File: src/rtl/lag_pkg.sv
`timescale 1ns / 1ps
// ----------------------------------------------------------------------------
// lag_pkg: shared constants and types for the associated Laguerre evaluator
// Fixed-point widths, register codes and the request/response bundles that
// pass between the sequencer and the shared recurrence step unit.
// ----------------------------------------------------------------------------
package lag_pkg;

    localparam int FRAC_BITS = 20;
    localparam int X_W       = 24;
    localparam int OUT_W     = 48;
    localparam int DEG_W     = 5;
    localparam int ORD_W     = 4;
    localparam int IDX_W     = DEG_W;

    // Recurrence coefficients (2i - 1 + m) and (i - 1 + m) stay below 2^7
    localparam int COEF_W    = 7;
    localparam int OPA_W     = COEF_W + FRAC_BITS + 1;
    // The 48-bit terms are multiplied in two 24-bit halves
    localparam int HALF_W    = OUT_W / 2;
    localparam int PROD_W    = OPA_W + HALF_W + 1;
    localparam int ACC_W     = OPA_W + OUT_W + 1;
    // Magnitude of the numerator after dropping the fraction bits
    localparam int DVD_W     = 56;
    localparam int DIV_DIGIT = 8;
    localparam int DIV_STEPS = DVD_W / DIV_DIGIT;
    localparam int REM_W     = IDX_W;

    localparam int PDATA_W   = 32;
    localparam int PADDR_W   = 3;
    localparam int REG_SEL   = 2;

    localparam logic REG_DEGREE = 1'b0;
    localparam logic REG_ORDER  = 1'b1;

    localparam logic [DEG_W-1:0] DEGREE_RST = '0;
    localparam logic [ORD_W-1:0] ORDER_RST  = ORD_W'(1);

    localparam logic signed [OUT_W-1:0] ONE =
        {{(OUT_W-FRAC_BITS-1){1'b0}}, 1'b1, {FRAC_BITS{1'b0}}};
    localparam logic signed [OUT_W-1:0] OUT_MAX = {1'b0, {(OUT_W-1){1'b1}}};
    localparam logic signed [OUT_W-1:0] OUT_MIN = {1'b1, {(OUT_W-1){1'b0}}};

    typedef struct packed {
        logic [IDX_W-1:0]        idx;
        logic [ORD_W-1:0]        ord;
        logic signed [X_W-1:0]   x;
        logic signed [OUT_W-1:0] l1;
        logic signed [OUT_W-1:0] l0;
    } t_step_in;

    typedef struct packed {
        logic signed [OUT_W-1:0] l2;
        logic                    sat;
    } t_step_out;

endpackage

File: src/rtl/assoc_laguerre_eval.sv
`timescale 1ns / 1ps
// ----------------------------------------------------------------------------
// assoc_laguerre_eval: associated Laguerre polynomial L_n^m(x) in Q27.20
// Three-term recurrence on a shared multiply/divide step unit.
// ----------------------------------------------------------------------------
// Usage:
//   Program degree n (address 0) and order m (address 4) over the APB port
//   while busy is low. Drive i_x_value (Q3.20) and pulse start; the request
//   is taken at an edge where start is high and busy is low.
//   busy stays high until the result has been shown. The result appears on
//   o_poly_value / o_saturated for exactly one cycle with o_done high; the
//   receiver must take it then, there is no back-pressure.
// Sequencing:
//   n = 0 or 1: o_done comes in the cycle after the request.
//   n >= 2: each recurrence step runs 4 partial products plus drain on the
//   one 28x25 multiplier, magnitude, divide cycles at 8 quotient bits each,
//   clamp and handoff, repeated until degree n is reached; o_done follows the
//   last step, and a new request is taken only once busy is low again.
// Reset: degree clears to 0, order to 1, and any item in flight is dropped.
// ----------------------------------------------------------------------------
module assoc_laguerre_eval (
    input  logic                               i_clk,
    input  logic                               i_rst_n,
    input  logic                               psel,
    input  logic                               penable,
    input  logic                               pwrite,
    input  logic [lag_pkg::PADDR_W-1:0]        paddr,
    input  logic [lag_pkg::PDATA_W-1:0]        pwdata,
    output logic [lag_pkg::PDATA_W-1:0]        prdata,
    output logic                               pready,
    input  logic                               start,
    output logic                               busy,
    input  logic signed [lag_pkg::X_W-1:0]     i_x_value,
    output logic                               o_done,
    output logic signed [lag_pkg::OUT_W-1:0]   o_poly_value,
    output logic                               o_saturated
);

    typedef enum logic [3:0] {
        TS_IDLE  = 4'b0001,
        TS_ISSUE = 4'b0010,
        TS_WAIT  = 4'b0100,
        TS_DONE  = 4'b1000
    } t_top_state;

    t_top_state                       r_state;
    logic [lag_pkg::DEG_W-1:0]        r_degree;
    logic [lag_pkg::ORD_W-1:0]        r_order;
    logic signed [lag_pkg::X_W-1:0]   r_x;
    logic [lag_pkg::DEG_W-1:0]        r_n;
    logic [lag_pkg::ORD_W-1:0]        r_m;
    logic [lag_pkg::IDX_W-1:0]        r_i;
    logic signed [lag_pkg::OUT_W-1:0] r_l0;
    logic signed [lag_pkg::OUT_W-1:0] r_l1;
    logic                             r_sat;

    logic                             w_accept;
    logic                             w_cfg_wr;
    logic [lag_pkg::ORD_W:0]          w_m1;
    logic signed [lag_pkg::OUT_W-1:0] w_l1_init;
    lag_pkg::t_step_in                w_req;
    lag_pkg::t_step_out               w_rsp;
    logic                             w_step_done;

    assign w_accept = start && !busy;
    assign w_cfg_wr = psel && penable && pwrite && pready;
    assign pready   = 1'b1;

    always_ff @(posedge i_clk) begin
        if (!i_rst_n) begin
            r_degree <= lag_pkg::DEGREE_RST;
            r_order  <= lag_pkg::ORDER_RST;
        end else if (w_cfg_wr) begin
            case (paddr[lag_pkg::REG_SEL])
                lag_pkg::REG_DEGREE: r_degree <= pwdata[lag_pkg::DEG_W-1:0];
                lag_pkg::REG_ORDER:  r_order  <= pwdata[lag_pkg::ORD_W-1:0];
                default:             r_degree <= r_degree;
            endcase
        end
    end

    always_comb begin
        case (paddr[lag_pkg::REG_SEL])
            lag_pkg::REG_DEGREE: prdata = lag_pkg::PDATA_W'(r_degree);
            lag_pkg::REG_ORDER:  prdata = lag_pkg::PDATA_W'(r_order);
            default:             prdata = '0;
        endcase
    end

    // L1 = (1 + m) - x
    assign w_m1      = {1'b0, r_order} + lag_pkg::ORD_W'(1);
    assign w_l1_init = lag_pkg::OUT_W'({w_m1, {lag_pkg::FRAC_BITS{1'b0}}})
                     - lag_pkg::OUT_W'(i_x_value);

    always_ff @(posedge i_clk) begin
        if (!i_rst_n) begin
            r_state <= TS_IDLE;
        end else begin
            case (r_state)
                TS_IDLE: begin
                    if (w_accept) begin
                        r_state <= (r_degree < lag_pkg::DEG_W'(2)) ? TS_DONE : TS_ISSUE;
                    end
                end
                TS_ISSUE: begin
                    r_state <= TS_WAIT;
                end
                TS_WAIT: begin
                    if (w_step_done) begin
                        r_state <= (r_i == r_n) ? TS_DONE : TS_ISSUE;
                    end
                end
                TS_DONE: begin
                    r_state <= TS_IDLE;
                end
                default: begin
                    r_state <= TS_IDLE;
                end
            endcase
        end
    end

    always_ff @(posedge i_clk) begin
        if (r_state == TS_IDLE && w_accept) begin
            r_x   <= i_x_value;
            r_n   <= r_degree;
            r_m   <= r_order;
            r_i   <= lag_pkg::IDX_W'(2);
            r_l0  <= lag_pkg::ONE;
            r_l1  <= (r_degree == '0) ? lag_pkg::ONE : w_l1_init;
            r_sat <= 1'b0;
        end else if (r_state == TS_WAIT && w_step_done) begin
            // Advance the recurrence window
            r_l0  <= r_l1;
            r_l1  <= w_rsp.l2;
            r_sat <= r_sat | w_rsp.sat;
            r_i   <= r_i + lag_pkg::IDX_W'(1);
        end
    end

    assign w_req.idx = r_i;
    assign w_req.ord = r_m;
    assign w_req.x   = r_x;
    assign w_req.l1  = r_l1;
    assign w_req.l0  = r_l0;

    lag_step u_step (
        .i_clk   (i_clk),
        .i_rst_n (i_rst_n),
        .i_start (r_state == TS_ISSUE),
        .i_req   (w_req),
        .o_done  (w_step_done),
        .o_rsp   (w_rsp)
    );

    assign busy         = (r_state != TS_IDLE);
    assign o_done       = (r_state == TS_DONE);
    assign o_poly_value = r_l1;
    assign o_saturated  = r_sat;

endmodule

File: src/rtl/lag_step.sv
`timescale 1ns / 1ps
// ----------------------------------------------------------------------------
// lag_step: one recurrence step on a shared multiplier and divider
// Forms (a*L1 - c*L0) from four 28x25 partial products, then divides the
// magnitude by i*2^20 eight quotient bits a cycle and clamps to 48 bits.
// ----------------------------------------------------------------------------
module lag_step (
    input  logic                i_clk,
    input  logic                i_rst_n,
    input  logic                i_start,
    input  lag_pkg::t_step_in   i_req,
    output logic                o_done,
    output lag_pkg::t_step_out  o_rsp
);

    typedef enum logic [4:0] {
        SS_IDLE = 5'b00001,
        SS_MUL  = 5'b00010,
        SS_MAG  = 5'b00100,
        SS_DIV  = 5'b01000,
        SS_SAT  = 5'b10000
    } t_step_state;

    t_step_state r_state;
    logic [2:0]  r_phase;
    logic [2:0]  r_cnt;
    logic        r_done;

    logic signed [lag_pkg::OPA_W-1:0]  r_opa_a;
    logic signed [lag_pkg::OPA_W-1:0]  r_opa_c;
    logic signed [lag_pkg::OUT_W-1:0]  r_l1;
    logic signed [lag_pkg::OUT_W-1:0]  r_l0;
    logic [lag_pkg::IDX_W-1:0]         r_idx;
    logic signed [lag_pkg::PROD_W-1:0] r_prod;
    logic                              r_prod_hi;
    logic                              r_prod_sub;
    logic signed [lag_pkg::ACC_W-1:0]  r_acc;
    logic                              r_neg;
    logic [lag_pkg::DVD_W-1:0]         r_dvd;
    logic [lag_pkg::REM_W-1:0]         r_rem;
    logic signed [lag_pkg::OUT_W-1:0]  r_l2;
    logic                              r_sat;

    logic [lag_pkg::COEF_W-1:0]        w_coef_a;
    logic [lag_pkg::COEF_W-1:0]        w_coef_c;
    logic signed [lag_pkg::OPA_W-1:0]  w_a;
    logic signed [lag_pkg::OPA_W-1:0]  w_c;
    logic signed [lag_pkg::OPA_W-1:0]  w_mul_a;
    logic signed [lag_pkg::OUT_W-1:0]  w_lsel;
    logic signed [lag_pkg::HALF_W:0]   w_mul_b;
    logic signed [lag_pkg::PROD_W-1:0] w_prod;
    logic signed [lag_pkg::ACC_W-1:0]  w_term;
    logic signed [lag_pkg::ACC_W-1:0]  n_acc;
    logic [lag_pkg::ACC_W-1:0]         w_mag;
    logic [lag_pkg::DVD_W-1:0]         n_dvd;
    logic [lag_pkg::REM_W-1:0]         n_rem;
    logic [lag_pkg::REM_W:0]           w_trial;
    logic                              w_over;
    logic signed [lag_pkg::OUT_W-1:0]  n_l2;

    // Coefficients of the step: a = (2i - 1 + m) - x, c = (i - 1 + m)
    assign w_coef_a = {1'b0, i_req.idx, 1'b0} - lag_pkg::COEF_W'(1)
                    + lag_pkg::COEF_W'(i_req.ord);
    assign w_coef_c = lag_pkg::COEF_W'(i_req.idx) - lag_pkg::COEF_W'(1)
                    + lag_pkg::COEF_W'(i_req.ord);
    assign w_a = {1'b0, w_coef_a, {lag_pkg::FRAC_BITS{1'b0}}}
               - lag_pkg::OPA_W'(i_req.x);
    assign w_c = {1'b0, w_coef_c, {lag_pkg::FRAC_BITS{1'b0}}};

    // Phase 0: a*L1 low, 1: a*L1 high, 2: c*L0 low, 3: c*L0 high
    assign w_mul_a = r_phase[1] ? r_opa_c : r_opa_a;
    assign w_lsel  = r_phase[1] ? r_l0 : r_l1;
    assign w_mul_b = r_phase[0]
                   ? {w_lsel[lag_pkg::OUT_W-1], w_lsel[lag_pkg::OUT_W-1:lag_pkg::HALF_W]}
                   : {1'b0, w_lsel[lag_pkg::HALF_W-1:0]};
    assign w_prod  = w_mul_a * w_mul_b;

    assign w_term = r_prod_hi ? (lag_pkg::ACC_W'(r_prod) <<< lag_pkg::HALF_W)
                              : lag_pkg::ACC_W'(r_prod);
    assign n_acc  = r_prod_sub ? (r_acc - w_term) : (r_acc + w_term);

    assign w_mag = r_acc[lag_pkg::ACC_W-1] ? (lag_pkg::ACC_W'(0) - r_acc) : r_acc;

    // Eight restoring divide steps; quotient bits fill the vacated low end
    always_comb begin
        n_dvd   = r_dvd;
        n_rem   = r_rem;
        w_trial = '0;
        for (int k = 0; k < lag_pkg::DIV_DIGIT; k++) begin
            w_trial = {n_rem, n_dvd[lag_pkg::DVD_W-1]};
            if (w_trial >= {1'b0, r_idx}) begin
                n_rem = lag_pkg::REM_W'(w_trial - {1'b0, r_idx});
                n_dvd = {n_dvd[lag_pkg::DVD_W-2:0], 1'b1};
            end else begin
                n_rem = w_trial[lag_pkg::REM_W-1:0];
                n_dvd = {n_dvd[lag_pkg::DVD_W-2:0], 1'b0};
            end
        end
    end

    // Clamp: positive limit 2^47-1, negative limit 2^47 in magnitude
    always_comb begin
        if (r_neg) begin
            w_over = (|r_dvd[lag_pkg::DVD_W-1:lag_pkg::OUT_W])
                   || (r_dvd[lag_pkg::OUT_W-1] && (|r_dvd[lag_pkg::OUT_W-2:0]));
        end else begin
            w_over = |r_dvd[lag_pkg::DVD_W-1:lag_pkg::OUT_W-1];
        end
        if (w_over) begin
            n_l2 = r_neg ? lag_pkg::OUT_MIN : lag_pkg::OUT_MAX;
        end else if (r_neg) begin
            n_l2 = lag_pkg::OUT_W'(0) - r_dvd[lag_pkg::OUT_W-1:0];
        end else begin
            n_l2 = r_dvd[lag_pkg::OUT_W-1:0];
        end
    end

    always_ff @(posedge i_clk) begin
        if (!i_rst_n) begin
            r_state <= SS_IDLE;
            r_phase <= '0;
            r_cnt   <= '0;
            r_done  <= 1'b0;
        end else begin
            r_done <= 1'b0;
            case (r_state)
                SS_IDLE: begin
                    if (i_start) begin
                        r_phase <= '0;
                        r_state <= SS_MUL;
                    end
                end
                SS_MUL: begin
                    r_phase <= r_phase + 3'd1;
                    if (r_phase[2]) begin
                        r_state <= SS_MAG;
                    end
                end
                SS_MAG: begin
                    r_cnt   <= '0;
                    r_state <= SS_DIV;
                end
                SS_DIV: begin
                    r_cnt <= r_cnt + 3'd1;
                    if (r_cnt == 3'(lag_pkg::DIV_STEPS - 1)) begin
                        r_state <= SS_SAT;
                    end
                end
                SS_SAT: begin
                    r_done  <= 1'b1;
                    r_state <= SS_IDLE;
                end
                default: begin
                    r_state <= SS_IDLE;
                end
            endcase
        end
    end

    always_ff @(posedge i_clk) begin
        case (r_state)
            SS_IDLE: begin
                if (i_start) begin
                    r_opa_a <= w_a;
                    r_opa_c <= w_c;
                    r_l1    <= i_req.l1;
                    r_l0    <= i_req.l0;
                    r_idx   <= i_req.idx;
                    r_acc   <= '0;
                end
            end
            SS_MUL: begin
                if (!r_phase[2]) begin
                    r_prod     <= w_prod;
                    r_prod_hi  <= r_phase[0];
                    r_prod_sub <= r_phase[1];
                end
                // Accumulate the product registered in the previous phase
                if (r_phase != 3'd0) begin
                    r_acc <= n_acc;
                end
            end
            SS_MAG: begin
                r_neg <= r_acc[lag_pkg::ACC_W-1];
                r_dvd <= w_mag[lag_pkg::FRAC_BITS +: lag_pkg::DVD_W];
                r_rem <= '0;
            end
            SS_DIV: begin
                r_dvd <= n_dvd;
                r_rem <= n_rem;
            end
            SS_SAT: begin
                r_l2  <= n_l2;
                r_sat <= w_over;
            end
            default: begin
                r_acc <= r_acc;
            end
        endcase
    end

    assign o_done    = r_done;
    assign o_rsp.l2  = r_l2;
    assign o_rsp.sat = r_sat;

endmodule

File: config.mk
export PLATFORM = sky130hd
export DESIGN_NAME = assoc_laguerre_eval
export DESIGN_NICKNAME = d
export VERILOG_FILES = /design/src/rtl/lag_pkg.sv /design/src/rtl/assoc_laguerre_eval.sv /design/src/rtl/lag_step.sv
export SDC_FILE = /design/constraint.sdc
export NUM_CORES = 2
export LEC_CHECK = 0
export ABC_CLOCK_PERIOD_IN_PS = 17700
export BUFFER_PORTS_ARGS = -buffer_cell sky130_fd_sc_hd__buf_2
export CORE_MARGIN = 1.5
export CORE_UTILIZATION = 50
export DETAILED_ROUTE_END_ITERATION = 7
export GPL_TIMING_DRIVEN = 0
export PLACE_DENSITY_LB_ADDON = 0.3
export SETUP_SLACK_MARGIN = 0.2
export SYNTH_ARGS = -nofsm -noshare
export SYNTH_HDL_FRONTEND = slang
export SYNTH_SLANG_ARGS = --single-unit
File: constraint.sdc
create_clock -name i_clk -period 17.7 [get_ports i_clk]
set_clock_uncertainty 0.15 [all_clocks]
set_input_delay 3.54 -clock i_clk [delete_from_list [all_inputs] [get_ports i_clk]]
set_output_delay 3.54 -clock i_clk [all_outputs]
set_load 0.01 [all_outputs]
==> results.yml <==
floorplanning:
  start_util_pct: 50.3
  fp-row-count: 124
  fp.dieH_um: 342
  fp.coreArea_mm2: 0.114
  die-area_mm2: 0.117
  io_pins: 149
  die_w_um: 342
place:
  gp_congestion: 1.02
  port_buffers: 90
  place_hpwl_mm: 152
critical_path:
  cp.required_ns: 17.91
  rr_endpoint: "u_step.r_rem[4]"
  crit_type: "register to register"
  crit_path_start_kind: "register"
  r2r_start: "u_step.r_idx[0]"
  regToRegSetupSlack_ns: 1.65
  arrival_ns: 16.26
  reg2regPathDepth: 71
  worstPathMaxFanout: 10
  cpPeakStageDelay_ns: 0.62
  end_kind: "register"
  cp_slowest_cell: "edfxtp_1"
pwr:
  p_per_area_mw_per_mm2: 57.2
  p_leak_uw: 0.0265
  ir_worst_vdd_uv: 96.4
sta:
  fin_crit_ns: 16.05
  hold_viol_final: 0
  final.setup.tns_ns: 0
  setup_viol: 0
  period_share_pct: 90.7
  slew_headroom_pct: 4.73
  rsz0062_at_grt: "no"
  max_freq_mhz: 62.3
  tightest_slew_ns: 1.42
  whs_ns: 0.281
  slew_violations: 0
final_layout:
  nFillCells: 10251
  drive_above_1_share_pct: 5.63
  area_delta_synth_final_pct: 8.31
  fin_util_pct: 54.5
  register_area_mm2: 0.0154
  final_common_cell: "inv_1"
  final_cell_mix: "inv_1 (817), nand2_1 (790), fa_1 (737), nor2_1 (465), edfxtp_1 (460)"
  nNetsFinal: 7285
  multi_input_area_mm2: 0.0378
clocking:
  cts_root_buf: "clkbuf_16"
  cts_made_buffers: 56
  clk_latency_ns: 0.66
  cts.hold.buffers_added: 0
  clk_path_buf_depth: 3
  clk_pin_slew_ns: 0.06
  htreeDepth: 2
  cts_tree: "done"
  clock-sinks: 539
global_route:
  antenna_found_initial: 2
  grt_pass1_vias: 45192
  grt_max_degree: 44
  grt_pass1_wl_mm: 285
  grt_usage_pct: 32.6
  overflow: 0
routing:
  drtPass1Iterations: 8
  routed_wl_mm: 188
  avgViaCountPerCell: 5.84
  drc: 0
  antenna_left: 0
  dr.first_iter.drc_count: 4680
  wl_per_cell_um: 24.3
  num_vias: 45257
logic_synthesis:
  avgSynthCellArea_um2: 9.58
  synth.distinct_cells: 95
  synth-edff-count: 460
  netlist_area_mm2: 0.0574
  synth_cells: 5987
  synthArstFlopShare_pct: 0
  yosys_warnings: 0
  ys_ff_latch: 539
  synthFlopType: "edfxtp_1"
  synth_seq_area_share_pct: 26.8
outcome:
  status: "completed"
worst_hold_path:
  holdPathEnd: "u_step.r_l0[16]"
  hold_depth: 0
  hp-start: "r_l0[16]"
  hold_class: "register to register"
job:
  maxCapViolations: 0
## cells by family after synthesis
logic type | after synthesis | share of synthesized area (%)
and+or+nand+nor | 1825 | 14.5
other | 2 | 0.0131
AOI/OAI and AO/OA | 991 | 11.0
buffers and inverters | 1127 | 7.59
adders and majority gates | 1039 | 32.3
muxes | 100 | 2.14
DFF | 539 | 26.8
xor gates and xnor gates | 364 | 5.56
## synth_stat cells, drive strengths merged (7+ instances only)
cell / n / share of area, %
a2111oi: 7 / 0.11
a211oi: 13 / 0.17
a21boi: 13 / 0.17
a21o: 140 / 1.8
a21oi: 308 / 2.7
a22o: 21 / 0.32
a311oi: 15 / 0.32
a31o: 10 / 0.15
a31oi: 32 / 0.38
and2: 76 / 0.83
and3: 26 / 0.28
buf: 72 / 0.69
clkbuf: 232 / 1.5
dfxtp: 79 / 2.8
edfxtp: 460 / 24
fa: 738 / 26
ha: 301 / 6.6
inv: 820 / 5.4
mux2: 30 / 0.59
mux2i: 55 / 0.96
mux4: 15 / 0.59
nand2: 791 / 5.2
nand2b: 66 / 0.75
nand3: 52 / 0.45
nand3b: 17 / 0.22
nand4: 27 / 0.29
nor2: 467 / 3.1
nor2b: 72 / 0.79
nor3: 76 / 0.66
nor3b: 13 / 0.17
nor4: 36 / 0.41
o211ai: 19 / 0.25
o21a: 26 / 0.34
o21ai: 239 / 2.1
o21bai: 24 / 0.31
o22ai: 7 / 0.076
o31ai: 44 / 0.62
o41ai: 14 / 0.23
or2: 12 / 0.13
or3: 31 / 0.35
or4: 29 / 0.40
xnor2: 161 / 2.5
xor2: 203 / 3.1
## routing by layer
metal	track usage [%]	part of all wire (%)	vias to the layer above
li1	-	-	20063
met1	45.7	41	22562
met2	49.6	44	2215
met3	6.57	10	417
met4	13.0	4.7	0
met5	0	0	-
## sequential cells by signal, indices dropped and copies added (netlist names), 7 cells and up
register,flops
u_step.r_l1,48
u_step.r_prod,53
u_step.r_opa_a,28
u_step.r_dvd,56
u_step.r_l2,48
u_step.r_acc,77
u_step.r_opa_c,7
o_poly_value,48
u_step.r_l0,48
r_x,24
r_l0,48
## report_power, final
part / internal (uW) / switching [uW] / leakage (uW) / total [uW]
Combinational: 350 / 513 / 0.0208 / 863
Clock: 696 / 545 / 0.000914 / 1240
Sequential: 1430 / 26.4 / 0.00481 / 1450
Total: 2470 / 1080 / 0.0265 / 3560
## worst max path at each step
stage	end	slack [ns]	start	depth (start not counted)
finish	u_step.r_rem[4]	1.65	u_step.r_idx[0]	71
global route	u_step.r_rem[1]	0.22	u_step.r_idx[0]	71
CTS	u_step.r_rem[4]	0.36	u_step.r_idx[1]	69
detailed placement	u_step.r_rem[4]	0.45	u_step.r_idx[1]	69
global placement	u_step.r_acc[3]	0.35	r_state[2]	5
floorplan	u_step.r_rem[1]	3.50	u_step.r_idx[1]	71
## worst max-delay path: cells and delay by family (launching register included)
kind	cells	cell delay (ns)
fa+ha+maj	9	3.17
compound gates	30	6.03
buf+inv	7	0.89
simple gates	22	4.06
mux	3	0.81
flops	1	0.62
## through the flow
stage / instances / total power [uW] / cell area, um2 / setup slack, ns
floorplan: 6013 / 2070 / 57500 / 3.50
global placement: 7615 / 2310 / 59800 / 0.349
global route: 7742 / 3700 / 62100 / 0.224
detailed placement: 7629 / 2320 / 60200 / 0.446
finish: 7746 / 3560 / 62100 / 1.65
CTS: 7735 / 3560 / 62100 / 0.359
## area by class of cell
type / count / share of cell area [%]
Multi-Input combinational cell: 4347 / 60.8
Tap cell: 1512 / 3.04
Inverter: 823 / 4.97
Clock inverter: 39 / 0.675
Buffer: 304 / 2.04
Antenna cell: 5 / 0.0201
Clock buffer: 67 / 2.40
Timing Repair Buffer: 110 / 1.28
Sequential cell: 539 / 24.8
## repair_timing
item                                    in CTS  in global routing
endpoints found under the setup margin       0                  6
buffers inserted                             0                  6
gates resized for setup                      0                  6
Power figures use the tool's default switching activity.
